### src/rtl/assert_macros.svh
// assertion macros used by the top-level rtl file
`ifndef ASSERT_MACROS_SVH
`define ASSERT_MACROS_SVH
`ifndef SYNTHESIS
`define ASSERT_IMPLIES(label, clk, rstn, ante, cons) \
    label: assert property (@(posedge clk) disable iff (!(rstn)) (ante) |-> (cons)) \
        else $error("assertion failed: same-cycle implication");
`define ASSERT_NEXT(label, clk, rstn, ante, cons) \
    label: assert property (@(posedge clk) disable iff (!(rstn)) (ante) |=> (cons)) \
        else $error("assertion failed: next-cycle implication");
`else
`define ASSERT_IMPLIES(label, clk, rstn, ante, cons)
`define ASSERT_NEXT(label, clk, rstn, ante, cons)
`endif
`endif

### src/rtl/chbd_pkg.sv
// types, constants and helpers for the chunked body decoder
`timescale 1ns / 1ps
package chbd_pkg;

    localparam int COUNT_BITS_DEF  = 32;
    localparam int QUEUE_DEPTH_DEF = 4;
    localparam int LEN_BITS        = 32;

    localparam logic [7:0] CHAR_0    = 8'h30;
    localparam logic [7:0] CHAR_9    = 8'h39;
    localparam logic [7:0] CHAR_LA   = 8'h61;
    localparam logic [7:0] CHAR_LF_HI = 8'h66;
    localparam logic [7:0] CHAR_UA   = 8'h41;
    localparam logic [7:0] CHAR_UF   = 8'h46;
    localparam logic [7:0] CHAR_SEMI = 8'h3b;
    localparam logic [7:0] CHAR_CR   = 8'h0d;
    localparam logic [7:0] CHAR_LF   = 8'h0a;

    typedef enum logic [4:0] {
        PH_SIZE   = 5'b00001,
        PH_SKIPLF = 5'b00010,
        PH_DATA   = 5'b00100,
        PH_TRAIL  = 5'b01000,
        PH_DONE   = 5'b10000
    } phase_t;

    typedef struct packed {
        logic [LEN_BITS-1:0] decoded_length;
        logic                body_done;
        logic                payload_valid;
        logic [7:0]          payload_byte;
    } result_t;

    typedef struct packed {
        logic in_done;
    } front_status_t;

    // msb flags a hex digit, low nibble is its value
    function automatic logic [4:0] hex_decode(input logic [7:0] c);
        logic [4:0] r;
        r = '0;
        if (c >= CHAR_0 && c <= CHAR_9)
            r = {1'b1, 4'(c - CHAR_0)};
        else if (c >= CHAR_LA && c <= CHAR_LF_HI)
            r = {1'b1, 4'(c - CHAR_LA + 8'd10)};
        else if (c >= CHAR_UA && c <= CHAR_UF)
            r = {1'b1, 4'(c - CHAR_UA + 8'd10)};
        return r;
    endfunction

endpackage

### src/rtl/chbd_front.sv
// front end: chunk framing state machine, classifies each body byte
`timescale 1ns / 1ps
module chbd_front #(
    parameter int COUNT_BITS = chbd_pkg::COUNT_BITS_DEF
) (
    input  logic                    aclk,
    input  logic                    aresetn,
    input  logic                    in_valid,
    output logic                    in_ready,
    input  logic [7:0]              body_byte,
    input  logic                    start_of_body,
    input  logic                    end_of_buffer,
    input  logic                    q_space,
    output logic                    push,
    output chbd_pkg::result_t       push_data,
    output chbd_pkg::front_status_t status
);

    chbd_pkg::phase_t       phase_reg, phase_next, ph;
    logic [COUNT_BITS-1:0]  chunk_reg, chunk_next, cs;
    logic [COUNT_BITS-1:0]  left_reg, left_next, bl;
    logic [1:0]             trail_reg, trail_next, tl;
    logic [COUNT_BITS-1:0]  count_reg, count_next, oc;
    logic [COUNT_BITS+chbd_pkg::LEN_BITS-1:0] count_ext;
    logic [4:0]             hex;
    logic                   accept, emit, done, live;

    assign in_ready = q_space;
    assign accept   = in_valid && in_ready;
    assign hex      = chbd_pkg::hex_decode(body_byte);

    always_comb begin
        // start of body behaves as a reset ahead of this byte
        ph = start_of_body ? chbd_pkg::PH_SIZE : phase_reg;
        cs = start_of_body ? '0 : chunk_reg;
        bl = start_of_body ? '0 : left_reg;
        tl = start_of_body ? 2'd0 : trail_reg;
        oc = start_of_body ? '0 : count_reg;
        phase_next = ph;
        chunk_next = cs;
        left_next  = bl;
        trail_next = tl;
        count_next = oc;
        emit = 1'b0;
        done = 1'b0;
        live = 1'b1;
        unique case (ph)
            chbd_pkg::PH_SIZE: begin
                if (hex[4])
                    chunk_next = {cs[COUNT_BITS-5:0], hex[3:0]};
                else if (body_byte == chbd_pkg::CHAR_SEMI || body_byte == chbd_pkg::CHAR_CR)
                    phase_next = chbd_pkg::PH_SKIPLF;
            end
            chbd_pkg::PH_SKIPLF: begin
                if (body_byte == chbd_pkg::CHAR_LF) begin
                    if (cs == '0) begin
                        phase_next = chbd_pkg::PH_DONE;
                        done = 1'b1;
                    end else begin
                        left_next  = cs;
                        phase_next = chbd_pkg::PH_DATA;
                    end
                end
            end
            chbd_pkg::PH_DATA: begin
                emit       = 1'b1;
                count_next = oc + 1'b1;
                left_next  = bl - 1'b1;
                if (bl == COUNT_BITS'(1)) begin
                    trail_next = 2'd2;
                    phase_next = chbd_pkg::PH_TRAIL;
                end
            end
            chbd_pkg::PH_TRAIL: begin
                trail_next = tl - 1'b1;
                if (tl == 2'd1) begin
                    chunk_next = '0;
                    phase_next = chbd_pkg::PH_SIZE;
                end
            end
            default: live = 1'b0;
        endcase
        if (live && end_of_buffer && phase_next != chbd_pkg::PH_DONE) begin
            phase_next = chbd_pkg::PH_DONE;
            done = 1'b1;
        end
    end

    assign count_ext = {{chbd_pkg::LEN_BITS{1'b0}}, count_next};
    assign push      = accept && (emit || done);
    assign push_data.payload_byte   = emit ? body_byte : 8'd0;
    assign push_data.payload_valid  = emit;
    assign push_data.body_done      = done;
    assign push_data.decoded_length = count_ext[chbd_pkg::LEN_BITS-1:0];
    assign status.in_done           = (phase_reg == chbd_pkg::PH_DONE);

    always_ff @(posedge aclk) begin
        if (!aresetn) begin
            phase_reg <= chbd_pkg::PH_SIZE;
            chunk_reg <= '0;
            left_reg  <= '0;
            trail_reg <= 2'd0;
            count_reg <= '0;
        end else if (accept) begin
            phase_reg <= phase_next;
            chunk_reg <= chunk_next;
            left_reg  <= left_next;
            trail_reg <= trail_next;
            count_reg <= count_next;
        end
    end

endmodule

### src/rtl/chbd_queue.sv
// back end: result queue feeding the output stream
`timescale 1ns / 1ps
module chbd_queue #(
    parameter int QUEUE_DEPTH = chbd_pkg::QUEUE_DEPTH_DEF
) (
    input  logic                           aclk,
    input  logic                           aresetn,
    input  logic                           push,
    input  chbd_pkg::result_t              push_data,
    output logic                           out_valid,
    input  logic                           out_ready,
    output chbd_pkg::result_t              out_data,
    output logic [$clog2(QUEUE_DEPTH+1)-1:0] fill
);

    localparam int AW = $clog2(QUEUE_DEPTH);
    localparam int CW = $clog2(QUEUE_DEPTH + 1);

    chbd_pkg::result_t mem [QUEUE_DEPTH];
    chbd_pkg::result_t out_data_reg;
    logic [AW-1:0] wr_ptr_reg, wr_ptr_next;
    logic [AW-1:0] rd_ptr_reg, rd_ptr_next;
    logic [CW-1:0] count_reg, count_next;
    logic          pop;

    assign pop       = out_valid && out_ready;
    assign out_valid = (count_reg != '0);
    assign out_data  = out_data_reg;
    assign fill      = count_reg;

    always_comb begin
        wr_ptr_next = wr_ptr_reg;
        rd_ptr_next = rd_ptr_reg;
        count_next  = count_reg;
        if (push)
            wr_ptr_next = (wr_ptr_reg == AW'(QUEUE_DEPTH - 1)) ? '0 : wr_ptr_reg + 1'b1;
        if (pop)
            rd_ptr_next = (rd_ptr_reg == AW'(QUEUE_DEPTH - 1)) ? '0 : rd_ptr_reg + 1'b1;
        if (push && !pop)
            count_next = count_reg + 1'b1;
        else if (pop && !push)
            count_next = count_reg - 1'b1;
    end

    always_ff @(posedge aclk) begin
        if (push)
            mem[wr_ptr_reg] <= push_data;
        // head beat is read ahead, a beat landing at the head bypasses the array
        if (push && wr_ptr_reg == rd_ptr_next)
            out_data_reg <= push_data;
        else
            out_data_reg <= mem[rd_ptr_next];
    end

    always_ff @(posedge aclk) begin
        if (!aresetn) begin
            wr_ptr_reg <= '0;
            rd_ptr_reg <= '0;
            count_reg  <= '0;
        end else begin
            wr_ptr_reg <= wr_ptr_next;
            rd_ptr_reg <= rd_ptr_next;
            count_reg  <= count_next;
        end
    end

endmodule

### src/rtl/http_chunked_body_decoder.sv
// Chunked transfer decoder for the body of an HTTP/1.1 response.
// Slave stream: one body byte per beat in s_tdata, s_tuser marks the first
// byte of a new body (clears all framing state), s_tlast the last byte of
// the receive buffer. Master stream: one beat per payload byte, per
// zero-size chunk line end, and per last byte of an open body. m_tuser
// says the beat carries a payload byte, m_tlast ends the body, and
// m_tdata carries the byte and the running count of payload bytes.
// Throughput is one byte per cycle while the result queue has space;
// the framing state machine computes its next state combinationally.
// Results pass through a small result queue (default 4 beats).
// When the receiver stalls, the queue absorbs results and s_tready falls
// only once it is full; bytes that yield no result still need a free slot.
// After reset the decoder waits for a chunk-size line with zero count;
// bytes after the end of a body are dropped until s_tuser is seen.
`timescale 1ns / 1ps
`include "assert_macros.svh"
module http_chunked_body_decoder #(
    parameter int COUNT_BITS  = chbd_pkg::COUNT_BITS_DEF,
    parameter int QUEUE_DEPTH = chbd_pkg::QUEUE_DEPTH_DEF
) (
    input  logic        aclk,
    input  logic        aresetn,
    input  logic        s_tvalid,
    output logic        s_tready,
    input  logic [7:0]  s_tdata,   // [7:0] body_byte
    input  logic        s_tuser,   // [0] start_of_body
    input  logic        s_tlast,   // end_of_buffer
    output logic        m_tvalid,
    input  logic        m_tready,
    output logic [39:0] m_tdata,   // [7:0] payload_byte, [39:8] decoded_length
    output logic        m_tuser,   // [0] payload_valid
    output logic        m_tlast    // body_done
);

    localparam int CW = $clog2(QUEUE_DEPTH + 1);

    logic                    q_space;
    logic                    push;
    chbd_pkg::result_t       push_data;
    chbd_pkg::result_t       out_data;
    chbd_pkg::front_status_t front_status;
    logic [CW-1:0]           q_fill;

    assign q_space = (q_fill != CW'(QUEUE_DEPTH));

    chbd_front #(
        .COUNT_BITS (COUNT_BITS)
    ) u_front (
        .aclk          (aclk),
        .aresetn       (aresetn),
        .in_valid      (s_tvalid),
        .in_ready      (s_tready),
        .body_byte     (s_tdata),
        .start_of_body (s_tuser),
        .end_of_buffer (s_tlast),
        .q_space       (q_space),
        .push          (push),
        .push_data     (push_data),
        .status        (front_status)
    );

    chbd_queue #(
        .QUEUE_DEPTH (QUEUE_DEPTH)
    ) u_queue (
        .aclk      (aclk),
        .aresetn   (aresetn),
        .push      (push),
        .push_data (push_data),
        .out_valid (m_tvalid),
        .out_ready (m_tready),
        .out_data  (out_data),
        .fill      (q_fill)
    );

    assign m_tdata = {out_data.decoded_length, out_data.payload_byte};
    assign m_tuser = out_data.payload_valid;
    assign m_tlast = out_data.body_done;

    // a done result always leaves the framer in its done state
    `ASSERT_NEXT(a_done_sticks, aclk, aresetn, push && push_data.body_done, front_status.in_done)
    // queue fill tracks push without pop
    `ASSERT_NEXT(a_fill_up, aclk, aresetn, push && !(m_tvalid && m_tready), q_fill == $past(q_fill) + 1'b1)
    // non-payload beats carry a zero byte
    `ASSERT_IMPLIES(a_zero_byte, aclk, aresetn, m_tvalid && !m_tuser, m_tdata[7:0] == 8'd0)

endmodule

### config.mk
export PLATFORM = sky130hd
export DESIGN_NAME = http_chunked_body_decoder
export DESIGN_NICKNAME = d
export VERILOG_FILES = /design/src/rtl/chbd_pkg.sv /design/src/rtl/chbd_front.sv /design/src/rtl/chbd_queue.sv /design/src/rtl/http_chunked_body_decoder.sv
export VERILOG_INCLUDE_DIRS = /design/src /design/src/rtl
export SDC_FILE = /design/constraint.sdc
export NUM_CORES = 1
export LEC_CHECK = 0
export BUFFER_PORTS_ARGS = -buffer_cell sky130_fd_sc_hd__buf_2
export CAP_MARGIN = 20
export CORE_MARGIN = 1
export CORE_UTILIZATION = 35
export DETAILED_ROUTE_END_ITERATION = 7
export SYNTH_ARGS = -nofsm -noshare
export SYNTH_HDL_FRONTEND = slang
export SYNTH_SLANG_ARGS = --single-unit
### constraint.sdc
create_clock -name aclk -period 9.5 [get_ports aclk]
set_clock_uncertainty 0.1 [all_clocks]
set_input_delay 0.475 -clock aclk [delete_from_list [all_inputs] [get_ports aclk]]
set_output_delay 0.475 -clock aclk [all_outputs]
set_load 0.01 [all_outputs]
# Word-level counts from Yosys, hierarchy flattened
# Memory sizes are Yosys's and may differ from the RTL's. A register that Yosys moved wholly into a read port is not among the register bits.
# Index checks and enable logic that the tools add are counted.
# totals
register_bits,110
mem_bits_rw,168
mem_count,1
# classes
add_sub_neg,12
magnitude_cmp,6
eq_ne,13
n_mux,39
reduce_logical,18
# mem_list
memory,words,width,rd,rd_ports_with_merged_regs,wr,line_no,rtl
u_queue.mem,4,42,1,1,1,chbd_queue.sv:19,chbd_pkg::result_t mem [QUEUE_DEPTH];
# op_table
cell,count
32-bit 2-to-1 mux,8
32-bit one-hot mux with 2 select lines,2
5-bit 2-to-1 mux,11
32-bit by 1-bit adder with 32-bit output (second input constant),1
32-bit by 1-bit equality test with 1-bit output (second input constant),1
32-bit logical NOT,1
32-bit by 1-bit subtractor with 32-bit output (second input constant),1
5-bit one-hot mux with 4 select lines,1
8-bit by 4-bit equality test with 1-bit output (second input constant),2
8-bit by 7-bit >= comparator with 1-bit output (second input constant),2
8-bit by 7-bit less-or-equal comparator with 1-bit output (second input constant),2
4-bit by 1-bit subtractor with 4-bit output (second input constant),3
1-bit logical AND,10
2-bit 2-to-1 mux,5
4-bit adder (second input constant),2
8-bit by 6-bit equality test with 1-bit output (second input constant),1
8-bit by 6-bit >= comparator with 1-bit output (second input constant),1
8-bit by 6-bit less-or-equal comparator with 1-bit output (second input constant),1
1-bit 2-to-1 mux,8
8-bit 2-to-1 mux,1
3-bit 2-to-1 mux,2
5-bit by 1-bit equality test with 1-bit output (second input constant),1
5-bit by 2-bit equality test with 1-bit output (second input constant),1
5-bit by 3-bit equality test with 1-bit output (second input constant),1
15 further kinds,19

# Depth between registers and ports, before layout
# Gate-level depths: netlist of the first run.
# logic_depth
depth_word,16
mapped_depth,13
depth_no_buf,12

# Modules after synthesis
# A second synthesis of the first run with hierarchy kept.
# unflattened
hier_cells,1140
area_unflattened_um2,13012.5
# modules_own_cells
module,n_inst,cells_each,area_each_um2,seq_area_each_um2
chbd_queue,1,263,6588.8,5225.0
chbd_front,1,876,6414.9,2062.0
http_chunked_body_decoder,1,1,8.8,0.0

# Least setup slack after synthesis of the first run
# No wires, ideal clock.
# synth_timing
path_kind,input to register
start,in s_tdata[4]
end,"mem u_queue.mem[3][0] (netlist name), enable pin"
arrival_time_ns,3.173
required_ns,8.996
path_slack_ns,5.823
path_stages,6
n_path_buf,1
path_cell_list,or4_1 > nor4_1 > a21o_1 > o21a_1 > clkbuf_1 > and2_1
# synth_rtl
item,line_no,rtl
from (decl),http_chunked_body_decoder.sv:25,"input logic [7:0] s_tdata,"
to (decl),chbd_queue.sv:19,

# Worst setup path in the final report of the first run
# layout_timing
start,reg u_front.phase_reg[2]
end,"reg u_queue.count_reg[2], in the netlist u_queue.fill[2]"
# layout_via
elab_chain_cells,12
word_cells_on_any_way,26
classes_between,eq/ne (5); mux (12); reduce/logical (9)
# layout_rtl
item,line_no,rtl
from (decl),chbd_front.sv:19,"chbd_pkg::phase_t phase_reg, phase_next, ph;"
from (signal assigned),chbd_front.sv:99,phase_reg <= chbd_pkg::PH_SIZE;
from (signal assigned),chbd_front.sv:105,phase_reg <= phase_next;
5-bit 2-to-1 mux *,chbd_front.sv:34,ph = start_of_body ? chbd_pkg::PH_SIZE : phase_reg;
5-bit 2-to-1 mux (tied with other cells),chbd_front.sv:51,else if (body_byte == chbd_pkg::CHAR_SEMI || body_byte == chbd_pkg::CHAR_CR)
5-bit 2-to-1 mux or 4-bit OR reduction (tied branches),n/a,
5-bit one-hot mux with 4 select lines or 1-bit 2-to-1 mux (tied branches),chbd_front.sv:47,unique case (ph)
5-bit != test or 1-bit logical AND (tied branches),chbd_front.sv:83,if (live && end_of_buffer && phase_next != chbd_pkg::PH_DONE) begin
1-bit logical AND,chbd_front.sv:83,
1-bit 2-to-1 mux,chbd_front.sv:83,
1-bit logical OR *,chbd_front.sv:90,assign push = accept && (emit || done);
1-bit logical AND *,chbd_front.sv:90,
1-bit logical NOT,chbd_queue.sv:41,else if (pop && !push)
1-bit logical AND,chbd_queue.sv:41,
2-bit nonzero test (no source line),n/a,
to (signal assigned),chbd_queue.sv:63,count_reg <= count_next;
to (decl),chbd_queue.sv:23,"logic [CW-1:0] count_reg, count_next;"
# Mark *: on every way between the ends. The rest lies on a longest branch, timed or not.
# A chain may end at the register's enable or synchronous reset.

==> qor.yml, run 1 <==
floorplanning:
  row_count: 70
  die_area_sq_um: 38500
  die_w_microns: 196
  start_util_pct: 35.8
  core_area_sq_um: 36900
  die_height_microns: 196
  boundary_pins: 58
grt:
  groute.usage.overall_pct: 17.9
  antenna_found_initial: 0
  wire_length_of_the_first_global_routing_pass_microns: 54400
  first_global_vias: 9327
  grt_max_degree: 55
  grt_overflow_total: 0
cells_and_area:
  largest-register: "u_queue.mem"
  fillerInstances: 3475
  flow.area_growth_from_synthesis_pct: 13.3
  drive_above_1_share_pct: 15.7
  antennaDiodeCount: 0
  stdcell_count: 1719
  max_ffs_per_register: 168
  final_nets: 1222
yosys:
  seq_area_frac_synth_pct: 55.1
  netlist_cell_types: 82
  share_of_the_synthesized_area_in_the_top_cell_type_pct: 38.2
  ys_dominant_reg_cell: "sky130_fd_sc_hd__edfxtp_1"
  netlist_top_cells_area: "sky130_fd_sc_hd__edfxtp_1, sky130_fd_sc_hd__dfxtp_1, sky130_fd_sc_hd__mux4_2"
  mappedNetlistArea_sq_um: 13200
  synth_edf_count: 168
  yosysWarningCount: 0
  ys_seq_elements: 280
  synth_area_per_cell_sq_um: 11.4
  synth_most_common_cell: "sky130_fd_sc_hd__edfxtp_1"
  async_set_reset_flop_share_out_of_synthesis_pct: 0
  post-synth-top-area-cell: "sky130_fd_sc_hd__edfxtp_1"
  netlist_top_cells_count: "sky130_fd_sc_hd__edfxtp_1, sky130_fd_sc_hd__dfxtp_1, sky130_fd_sc_hd__nand2_1"
  syn_nets: 1187
  synth_cells: 1158
detailed_routing:
  routed_wl_microns: 34400
  route.vias.total: 9742
  drc_errors: 0
  detail_route.first_pass.iterations: 5
  routedWlPerCell_microns: 20.0
  drt-initial-drc-count: 903
  vias_per_cell: 5.67
  ant_nets: 0
critical_path:
  worst_path_most_repeated_cell: "sky130_fd_sc_hd__inv_1"
  cpPeakStageDelay_ns: 0.71
  worst-endpoint-arrival_ns: 4.57
  timing.critical_path.from_type: "register"
  cp_slowest_cell: "sky130_fd_sc_hd__nor2b_1"
  critical_path.max_fanout: 17
  timing.critical_path.max_delay_family: "simple AND/OR/NAND/NOR gates"
  worst_setup_path_end_kind: "register"
  required_time_worst_endpoint_ns: 9.90
  worstSetupPathType: "register to register"
  worst_path_cell_chain: "nor2b_1, nand2_1, inv_1, o21a_1, ha_1, inv_1, fa_1, xor2_1, or3_1, a21oi_1"
  cp_num_buf_inv: 2
timing:
  rsz_0062_raised_after_global_routing: "no"
  post_route_setup_tns_ns: 0
  min_period_ns: 4.18
  post-route-period-util_pct: 44.0
  finalWorstSetupSlack_ns: 5.32
  finalSetupViolations: 0
  finalHoldViolCount: 0
  fmax_mhz: 239
  pins_over_their_slew_limit: 0
  max_slew_margin_pct: 28.0
  worst-slew-pin-transition_ns: 1.07
pwr:
  p_per_area_nw_per_um2: 212
  clock_power_share_pct: 36.8
  leakagePower_nw: 5.01
  ir_worst_vdd_mv: 0.136
  internal-power_mw: 2.28
  power_switching_share_pct: 28.2
  seq_power_share_pct: 43.0
  switchingPower_uw: 896
  power.combinational.fraction_pct: 20.3
clocking:
  postCtsSetupBuffers: 0
  cts-root-buf: "sky130_fd_sc_hd__clkbuf_16"
  clock_tree_from_tritoncts: "yes"
  postCtsResizedCells: 0
  insertion_delay_of_the_later_clocked_pin_in_the_worst_skew_pair_ns: 0.57
  cts_inserted_buffers: 30
  clock_tree.htree_level_count: 1
  cts.reportedPaths.clkPinSlew_ns: 0.06
  postCtsHoldBufs: 0
  clock-sinks: 280
  clk_path_buf_depth: 3
place:
  finalWeightedCongestion: 0.846
  numPortBuffers: 57
  post-place-ws_ns: 5.04
  dp_hpwl_microns: 21700
  dpl.cell_count: 1665
job:
  cap_violations: 0
status:
  outcome: "finished, final reports clean"
hold_path:
  worst_hold_path_type: "input pin to register"
## path summary, 6_finish.rpt
path / from / endpoint / slack (ns) / cells past startpoint
setup reg to reg: u_front.phase_reg[2]$_SDFFE_PN0P_ / u_queue.fill[2]$_SDFFE_PN0P_ / 5.32 / 10
hold / removal: s_tlast / u_front.phase_reg[2]$_SDFFE_PN0P_ / 0.14 / 3
setup / recovery: u_front.phase_reg[2]$_SDFFE_PN0P_ / u_queue.fill[2]$_SDFFE_PN0P_ / 5.32 / 10
hold reg to reg: u_front.count_reg[1]$_SDFFE_PN0P_ / u_front.count_reg[1]$_SDFFE_PN0P_ / 0.40 / 2
## cell usage in the layout (no fill, tap or decap), drive strengths merged, types with 7 or more instances in the layout
master | synthesis | layout
a21o | 11 | 11
a21oi | 65 | 65
a22o | 9 | 9
a22oi | 22 | 22
a31oi | 16 | 16
a32o | 21 | 21
a41oi | 10 | 10
and2 | 11 | 11
and3 | 9 | 9
buf | 21 | 76
clkbuf | 52 | 44
dfxtp | 112 | 112
edfxtp | 168 | 168
ha | 14 | 14
inv | 20 | 20
mux2i | 7 | 7
mux4 | 42 | 42
nand2 | 104 | 104
nand3 | 25 | 25
nand4 | 16 | 16
nor2 | 83 | 83
nor2b | 15 | 15
nor3 | 30 | 30
nor4 | 32 | 32
o211ai | 7 | 7
o21a | 7 | 7
o21ai | 89 | 89
o31ai | 7 | 7
or3 | 15 | 15
xnor2 | 19 | 19
xor2 | 14 | 14
## power by group through the flow
| stage | Sequential [mW] | Clock (mW) | Combinational, mW |
|---|---|---|---|
| 2_1_floorplan | 1.38 | 0 | 0.442 |
| 3_3_place_gp | 1.39 | 0 | 0.655 |
| 3_5_place_dp | 1.39 | 0 | 0.660 |
| 4_1_cts | 1.36 | 1.19 | 0.661 |
| 5_1_grt | 1.37 | 1.23 | 0.701 |
| 6_report | 1.37 | 1.17 | 0.644 |
## layout make-up
type                       instances  area (sq um)  share of cell area (%)
timing repair buffer              76           428                    2.86
clock inverter                    10           126                   0.844
clock buffer                      44           865                    5.77
multi-input combinational        785          5560                    37.1
tap                              504           631                    4.21
inverter                          20          75.1                   0.501
sequential                       280          7290                    48.7
## per-layer routing
metal  vias to the layer above  wire [microns]  GRT usage (%)
met3                        42            1690           2.20
met2                       305           16300           29.4
li1                       4538               -              -
met5                         -               0              0
met1                      4857           15700           25.0
met4                         0             701           4.51
## logic make-up (layout without fill, tap and decap cells)
| group | Yosys count | after routing | share of synthesized area, % |
|---|---|---|---|
| compound gates | 312 | 312 | 15.5 |
| mux | 54 | 54 | 8.11 |
| flops | 280 | 280 | 55.1 |
| buf+inv | 93 | 150 | 2.82 |
| simple gates | 371 | 371 | 14.7 |
| fa+ha+maj | 15 | 15 | 1.48 |
| xor+xnor | 33 | 33 | 2.19 |
## worst register-to-register path, cell delays in order, from the launching register on
cell and delay (ns):
sky130_fd_sc_hd__dfxtp_1 0.46, sky130_fd_sc_hd__nor2b_1 0.71, sky130_fd_sc_hd__nand2_1 0.64, sky130_fd_sc_hd__inv_1 0.58, sky130_fd_sc_hd__o21a_1 0.35, sky130_fd_sc_hd__ha_1 0.23
sky130_fd_sc_hd__inv_1 0.06, sky130_fd_sc_hd__fa_1 0.37, sky130_fd_sc_hd__xor2_1 0.15, sky130_fd_sc_hd__or3_1 0.30, sky130_fd_sc_hd__a21oi_1 0.14
## through the flow
step	cell area, sq um	power (mW)	hold WS, ns	utilization, %
finish	15000	3.18	0.139	40.6
detailed placement	14000	2.05	0.381	37.9
floorplan	13200	1.82	0.341	-
global placement	14000	2.04	0.368	37.9
global route	15000	3.31	0.147	40.6
CTS	15000	3.22	0.130	40.6
Power figures use the tool's default switching activity.
==> run 2, diff against run 1 <==
clock period = 3.8 ns   (was 9.5 ns; I/O delays follow)
==> run 2 against run 1 <==
Via count increased by 1.9%. Hold slack got worse by 0.11 ns. Clock power increased by 150%. Worst setup slack got worse by 4.9 ns. Highest routed layer unchanged. Global-route usage decreased by 0.37 points. Critical endpoint unchanged. Core utilization increased by 0.67 points. Register-to-register slack got worse by 4.9 ns. Design area increased by 1.6%. Die area unchanged. Clock-buffer cell count decreased by 7.
==> qor.yml, run 2 (same netlist as run 1, synthesis figures left out) <==
floorplanning:
  boundary_pins: 58
  die_w_microns: 196
  row_count: 70
  die_area_sq_um: 38500
  start_util_pct: 35.8
  core_area_sq_um: 36900
  die_height_microns: 196
critical_path:
  cpPeakStageDelay_ns: 0.62
  worst-endpoint-arrival_ns: 3.75
  critical_path.max_fanout: 7
  timing.rr.start: "u_front.phase_reg[1]$_SDFFE_PN0P_"
  reg2reg_slack_ns: 0.46
  setup.worst_path.start: "s_tdata[4]"
  worstSetupEndpoint: "u_queue.fill[2]$_SDFFE_PN0P_"
  worstSetupPathType: "input pin to register"
  worst_path_cell_chain: "dlygate4sd3_1, buf_2, or4_1, nor4_1, a21o_1, o21a_1, ha_1, inv_1, fa_1, xor2_1, or3_1, a21oi_1"
  worst_setup_path_end_kind: "register"
  timing.critical_path.from_type: "input pin"
  rr_endpoint: "u_queue.fill[2]$_SDFFE_PN0P_"
  reg2regPathDepth: 10
  cp_slowest_cell: "sky130_fd_sc_hd__or4_1"
  required_time_worst_endpoint_ns: 4.18
grt:
  groute.usage.overall_pct: 17.5
  wire_length_of_the_first_global_routing_pass_microns: 53900
  grt_max_degree: 54
  grt_overflow_total: 0
  antenna_found_initial: 0
  first_global_vias: 9590
clocking:
  cts.reportedPaths.clkPinSlew_ns: 0.06
  clock_tree.htree_level_count: 1
  insertion_delay_of_the_later_clocked_pin_in_the_worst_skew_pair_ns: 0.55
  clk_path_buf_depth: 3
  clock_tree_from_tritoncts: "yes"
  postCtsSetupBuffers: 0
  cts-root-buf: "sky130_fd_sc_hd__clkbuf_16"
  cts_inserted_buffers: 29
  clock-sinks: 280
status:
  outcome: "finished, final reports clean"
cells_and_area:
  drive_above_1_share_pct: 16.8
  fillerInstances: 3488
  flow.area_growth_from_synthesis_pct: 15.2
  multiInputGateArea_sq_um: 5560
  final_cell_mix: "sky130_fd_sc_hd__edfxtp_1, sky130_fd_sc_hd__dfxtp_1, sky130_fd_sc_hd__nand2_1, sky130_fd_sc_hd__nor2_1, sky130_fd_sc_hd__o21ai_0"
  largest-register: "u_queue.mem"
  max_ffs_per_register: 168
  stdcell_area_sq_um: 15200
  final_nets: 1246
  seqCellArea_sq_um: 7290
  layout_commonest_cell: "sky130_fd_sc_hd__edfxtp_1"
  antennaDiodeCount: 0
detailed_routing:
  detail_route.first_pass.iterations: 6
  met3_wirelength_microns: 1810
  vias_per_cell: 5.69
  drt-initial-drc-count: 875
  route.vias.total: 9925
  routed-wl-met2_microns: 16300
  routed_wl_microns: 34000
  dr.max_layer_used: "met4"
  routedLengthMet1_microns: 15200
  ant_nets: 0
  routedWlPerCell_microns: 19.5
  drc_errors: 0
pwr:
  total_power_mw: 7.95
  power.combinational.fraction_pct: 20.0
  p_per_area_nw_per_um2: 523
  internal-power_mw: 5.74
  ir_worst_vdd_mv: 0.332
  seq_power_share_pct: 43.7
  leakagePower_nw: 5.13
  clock_power_share_pct: 36.3
  switchingPower_mw: 2.21
  power_switching_share_pct: 27.8
hold_path:
  worstHoldStart: "s_tdata[1]"
  worst_hold_path_type: "input pin to register"
timing:
  post_route_setup_tns_ns: 0
  finalHoldViolCount: 0
  rsz_0062_raised_after_global_routing: "no"
  finalSetupViolations: 0
  fmax_mhz: 296
  pins_over_their_slew_limit: 0
  post-route-period-util_pct: 88.8
  max_slew_margin_pct: 29.2
  worst-slew-pin-transition_ns: 1.06
  min_period_ns: 3.37
job:
  cap_violations: 0
place:
  cell_area_reported_after_detailed_placement_sq_um: 14200
  finalWeightedCongestion: 0.864
  dp_hpwl_microns: 22300
  numPortBuffers: 57
run 2: area by class of cell:
class / instances / area share, %
inverter: 20 / 0.493
tap: 504 / 4.14
multi-input combinational: 785 / 36.5
timing repair buffer: 101 / 4.59
clock inverter: 17 / 1.32
clock buffer: 37 / 5.03
sequential: 280 / 47.9
run 2: power groups by stage:
stage | Sequential, mW | Combinational (mW) | Clock, mW
after detailed placement | 3.54 | 1.61 | 0
after global routing | 3.50 | 1.73 | 3.06
after global placement | 3.54 | 1.60 | 0
final | 3.47 | 1.59 | 2.89
after CTS | 3.48 | 1.62 | 2.94
after floorplan | 3.45 | 1.11 | 0
run 2: worst max-delay path: cells and delay by family:
family | cells | cell delay [ns]
and+or+nand+nor | 3 | 1.29
AOI/OAI and AO/OA | 3 | 0.76
xor gates and xnor gates | 1 | 0.15
buffers and inverters | 3 | 0.74
adders and majority gates | 2 | 0.62
run 2: per-stage QoR:
stage / setup slack, ns / hold WS (ns) / cells / utilization, %
after global placement: 0.527 / 0.361 / 1682 / 38.4
after detailed placement: 0.472 / 0.368 / 1682 / 38.4
final: 0.427 / 0.0324 / 1744 / 41.3
after floorplan: 0.318 / 0.285 / 1158 / -
after global routing: 0.173 / 0.0477 / 1744 / 41.3
after CTS: 0.485 / 0.0173 / 1744 / 41.3
run 2: worst min path at each step:
stage,cells after the start,to
finish,3,u_queue.mem[2][1]$_DFFE_PP_
global route,3,u_queue.mem[2][1]$_DFFE_PP_
CTS,3,u_queue.mem[2][1]$_DFFE_PP_
detailed placement,2,u_front.count_reg[1]$_SDFFE_PN0P_
global placement,2,u_front.count_reg[1]$_SDFFE_PN0P_
floorplan,2,u_front.phase_reg[2]$_SDFFE_PN0P_
run 2: layer usage:
metal,vias to the layer above,track usage (%)
met5,-,0
met3,52,2.22
met4,0,4.48
met1,4949,23.9
li1,4596,-
met2,328,29.4
run 2: timing repair:
action                                 in CTS  in global routing
hold buffers                                8                  0
setup endpoints to repair                   0                  0
endpoints found under the hold margin      22                  0
gates resized for setup                     0                  0
==> run 3, diff against run 2 <==
REMOVE_ABC_BUFFERS = 1   (was default)
==> run 3 against run 2 <==
Maximum frequency fell by 1.9%. Total power increased by 2.1%. Largest power group unchanged. Register-to-register slack got worse by 0.097 ns. Sequential cell count unchanged. Final cell count is 0.23% higher. Highest routed layer is now met5. Critical path depth decreased by 2.
==> qor.yml, run 3 (same netlist as run 1, synthesis figures left out) <==
status:
  outcome: "finished, final reports clean"
hold_path:
  worst_hold_path_type: "input pin to register"
  hold_depth: 4
  worstHoldStart: "s_tvalid"
  worst_hold_path.endpoint: "u_front.left_reg[19]$_SDFFE_PN0P_"
cells_and_area:
  flow.area_growth_from_synthesis_pct: 15.9
  largest-register: "u_queue.mem"
  fillerInstances: 3473
  final_nets: 1248
  layout_commonest_cell: "sky130_fd_sc_hd__edfxtp_1"
  drive_above_1_share_pct: 17.6
  stdcell_area_sq_um: 15300
  layout.core_utilization_pct: 41.5
  final_cell_mix: "sky130_fd_sc_hd__edfxtp_1, sky130_fd_sc_hd__dfxtp_1, sky130_fd_sc_hd__nand2_1, sky130_fd_sc_hd__nor2_1, sky130_fd_sc_hd__o21ai_0"
  max_ffs_per_register: 168
  seqCellArea_sq_um: 7290
  multiInputGateArea_sq_um: 5560
  antennaDiodeCount: 0
clocking:
  clk_path_buf_depth: 3
  clock_tree.htree_level_count: 1
  postCtsResizedCells: 0
  cts_inserted_buffers: 31
  clock-sinks: 280
  cts.reportedPaths.clkPinSlew_ns: 0.07
  clock_tree_from_tritoncts: "yes"
  postCtsHoldBufs: 5
  postCtsSetupBuffers: 0
  cts-root-buf: "sky130_fd_sc_hd__clkbuf_16"
  insertion_delay_of_the_later_clocked_pin_in_the_worst_skew_pair_ns: 0.56
critical_path:
  rr_endpoint: "u_queue.fill[2]$_SDFFE_PN0P_"
  critical_path.max_fanout: 9
  worstSetupPathType: "register to register"
  worst-endpoint-arrival_ns: 3.82
  worst_setup_path_end_kind: "register"
  cpPeakStageDelay_ns: 0.45
  timing.rr.start: "u_front.phase_reg[1]$_SDFFE_PN0P_"
  timing.critical_path.from_type: "register"
  cp_slowest_cell: "sky130_fd_sc_hd__dfxtp_1"
  required_time_worst_endpoint_ns: 4.18
  worst_path_cell_chain: "or3b_1, nor4_1, a21o_1, o21a_1, ha_1, inv_1, fa_1, xor2_1, or3_1, a21oi_1"
  reg2regPathDepth: 10
  reg2reg_slack_ns: 0.36
place:
  cell_area_reported_after_detailed_placement_sq_um: 14200
  post-place-ws_ns: 0.375
  numPortBuffers: 57
  dp_hpwl_microns: 22000
  finalWeightedCongestion: 0.872
floorplanning:
  boundary_pins: 58
  die_area_sq_um: 38500
  die_w_microns: 196
  core_area_sq_um: 36900
  row_count: 70
  start_util_pct: 35.8
  die_height_microns: 196
grt:
  antenna_found_initial: 1
  grt_overflow_total: 0
  wire_length_of_the_first_global_routing_pass_microns: 53200
  grt_max_degree: 96
  first_global_vias: 9506
  groute.usage.overall_pct: 17.2
pwr:
  internal-power_mw: 5.89
  ir_worst_vdd_mv: 0.324
  leakagePower_nw: 5.19
  clock_power_share_pct: 37.9
  p_per_area_nw_per_um2: 530
  power.combinational.fraction_pct: 19.3
  seq_power_share_pct: 42.8
  power_switching_share_pct: 27.5
  switchingPower_mw: 2.23
detailed_routing:
  drc_errors: 0
  routedWlPerCell_microns: 19.2
  detail_route.first_pass.iterations: 6
  ant_nets: 0
  routed_wl_microns: 33500
  vias_per_cell: 5.61
  drt-initial-drc-count: 774
  route.vias.total: 9804
job:
  cap_violations: 0
timing:
  rsz_0062_raised_after_global_routing: "no"
  post_route_setup_tns_ns: 0
  pins_over_their_slew_limit: 0
  finalWorstSetupSlack_ns: 0.363
  max_slew_margin_pct: 34.1
  finalHoldViolCount: 0
  worst-slew-pin-transition_ns: 0.980
  post-route-period-util_pct: 90.5
  min_period_ns: 3.44
  finalSetupViolations: 0
  fmax_mhz: 291
-- run 3: worst max path at each step --
stage | end | from | cells past startpoint | slack (ns)
final | u_queue.fill[2]$_SDFFE_PN0P_ | u_front.phase_reg[1]$_SDFFE_PN0P_ | 10 | 0.36
after global routing | u_queue.fill[2]$_SDFFE_PN0P_ | u_front.phase_reg[1]$_SDFFE_PN0P_ | 10 | 0.07
after global placement | u_queue.fill[2]$_SDFFE_PN0P_ | s_tdata[4] | 11 | 0.40
after floorplan | u_queue.mem[0][0]$_DFFE_PP_ | u_front.phase_reg[2]$_SDFFE_PN0P_ | 5 | 0.31
after CTS | u_queue.fill[2]$_SDFFE_PN0P_ | u_front.phase_reg[1]$_SDFFE_PN0P_ | 10 | 0.40
after detailed placement | u_queue.fill[2]$_SDFFE_PN0P_ | s_tdata[4] | 11 | 0.38
-- run 3: through the flow --
| stage | instances | total power, mW | hold WS, ns |
|---|---|---|---|
| after floorplan | 1085 | 4.50 | 0.212 |
| after global placement | 1685 | 5.13 | 0.359 |
| after detailed placement | 1685 | 5.14 | 0.366 |
| after CTS | 1748 | 8.22 | 0.00102 |
| after global routing | 1748 | 8.46 | 0.0348 |
| final | 1748 | 8.12 | 0.0228 |
-- run 3: power by group through the flow --
stage / Sequential (mW) / Combinational (mW) / Clock, mW
2_1_floorplan: 3.56 / 0.938 / 0
3_3_place_gp: 3.54 / 1.60 / 0
3_5_place_dp: 3.54 / 1.59 / 0
4_1_cts: 3.48 / 1.60 / 3.13
5_1_grt: 3.50 / 1.72 / 3.25
6_report: 3.47 / 1.57 / 3.08
-- run 3: final cells by class --
cell class | instances | share of cell area, %
Sequential cell | 280 | 47.6
Multi-Input combinational cell | 785 | 36.3
Clock buffer | 40 | 5.55
Timing Repair Buffer | 101 | 4.59
Tap cell | 504 | 4.12
Clock inverter | 18 | 1.38
Inverter | 20 | 0.490
-- run 3: per-layer routing --
metal / vias to the layer above / track usage [%] / part of all wire [%]
met2: 272 / 28.1 / 47
met5: - / 0 / 0.039
met3: 66 / 2.27 / 5.4
met1: 4854 / 23.9 / 45
li1: 4610 / - / -
met4: 2 / 5.15 / 2.3
-- run 3: critical path: cells and delay by family (launching register included) --
family | cells | cell delay (ns)
XOR/XNOR | 1 | 0.16
flip-flops | 1 | 0.45
adder cells (fa/ha/maj) | 2 | 0.61
AND/OR/NAND/NOR | 3 | 1.18
buffers and inverters | 1 | 0.06
AO/OA/AOI/OAI | 3 | 0.80
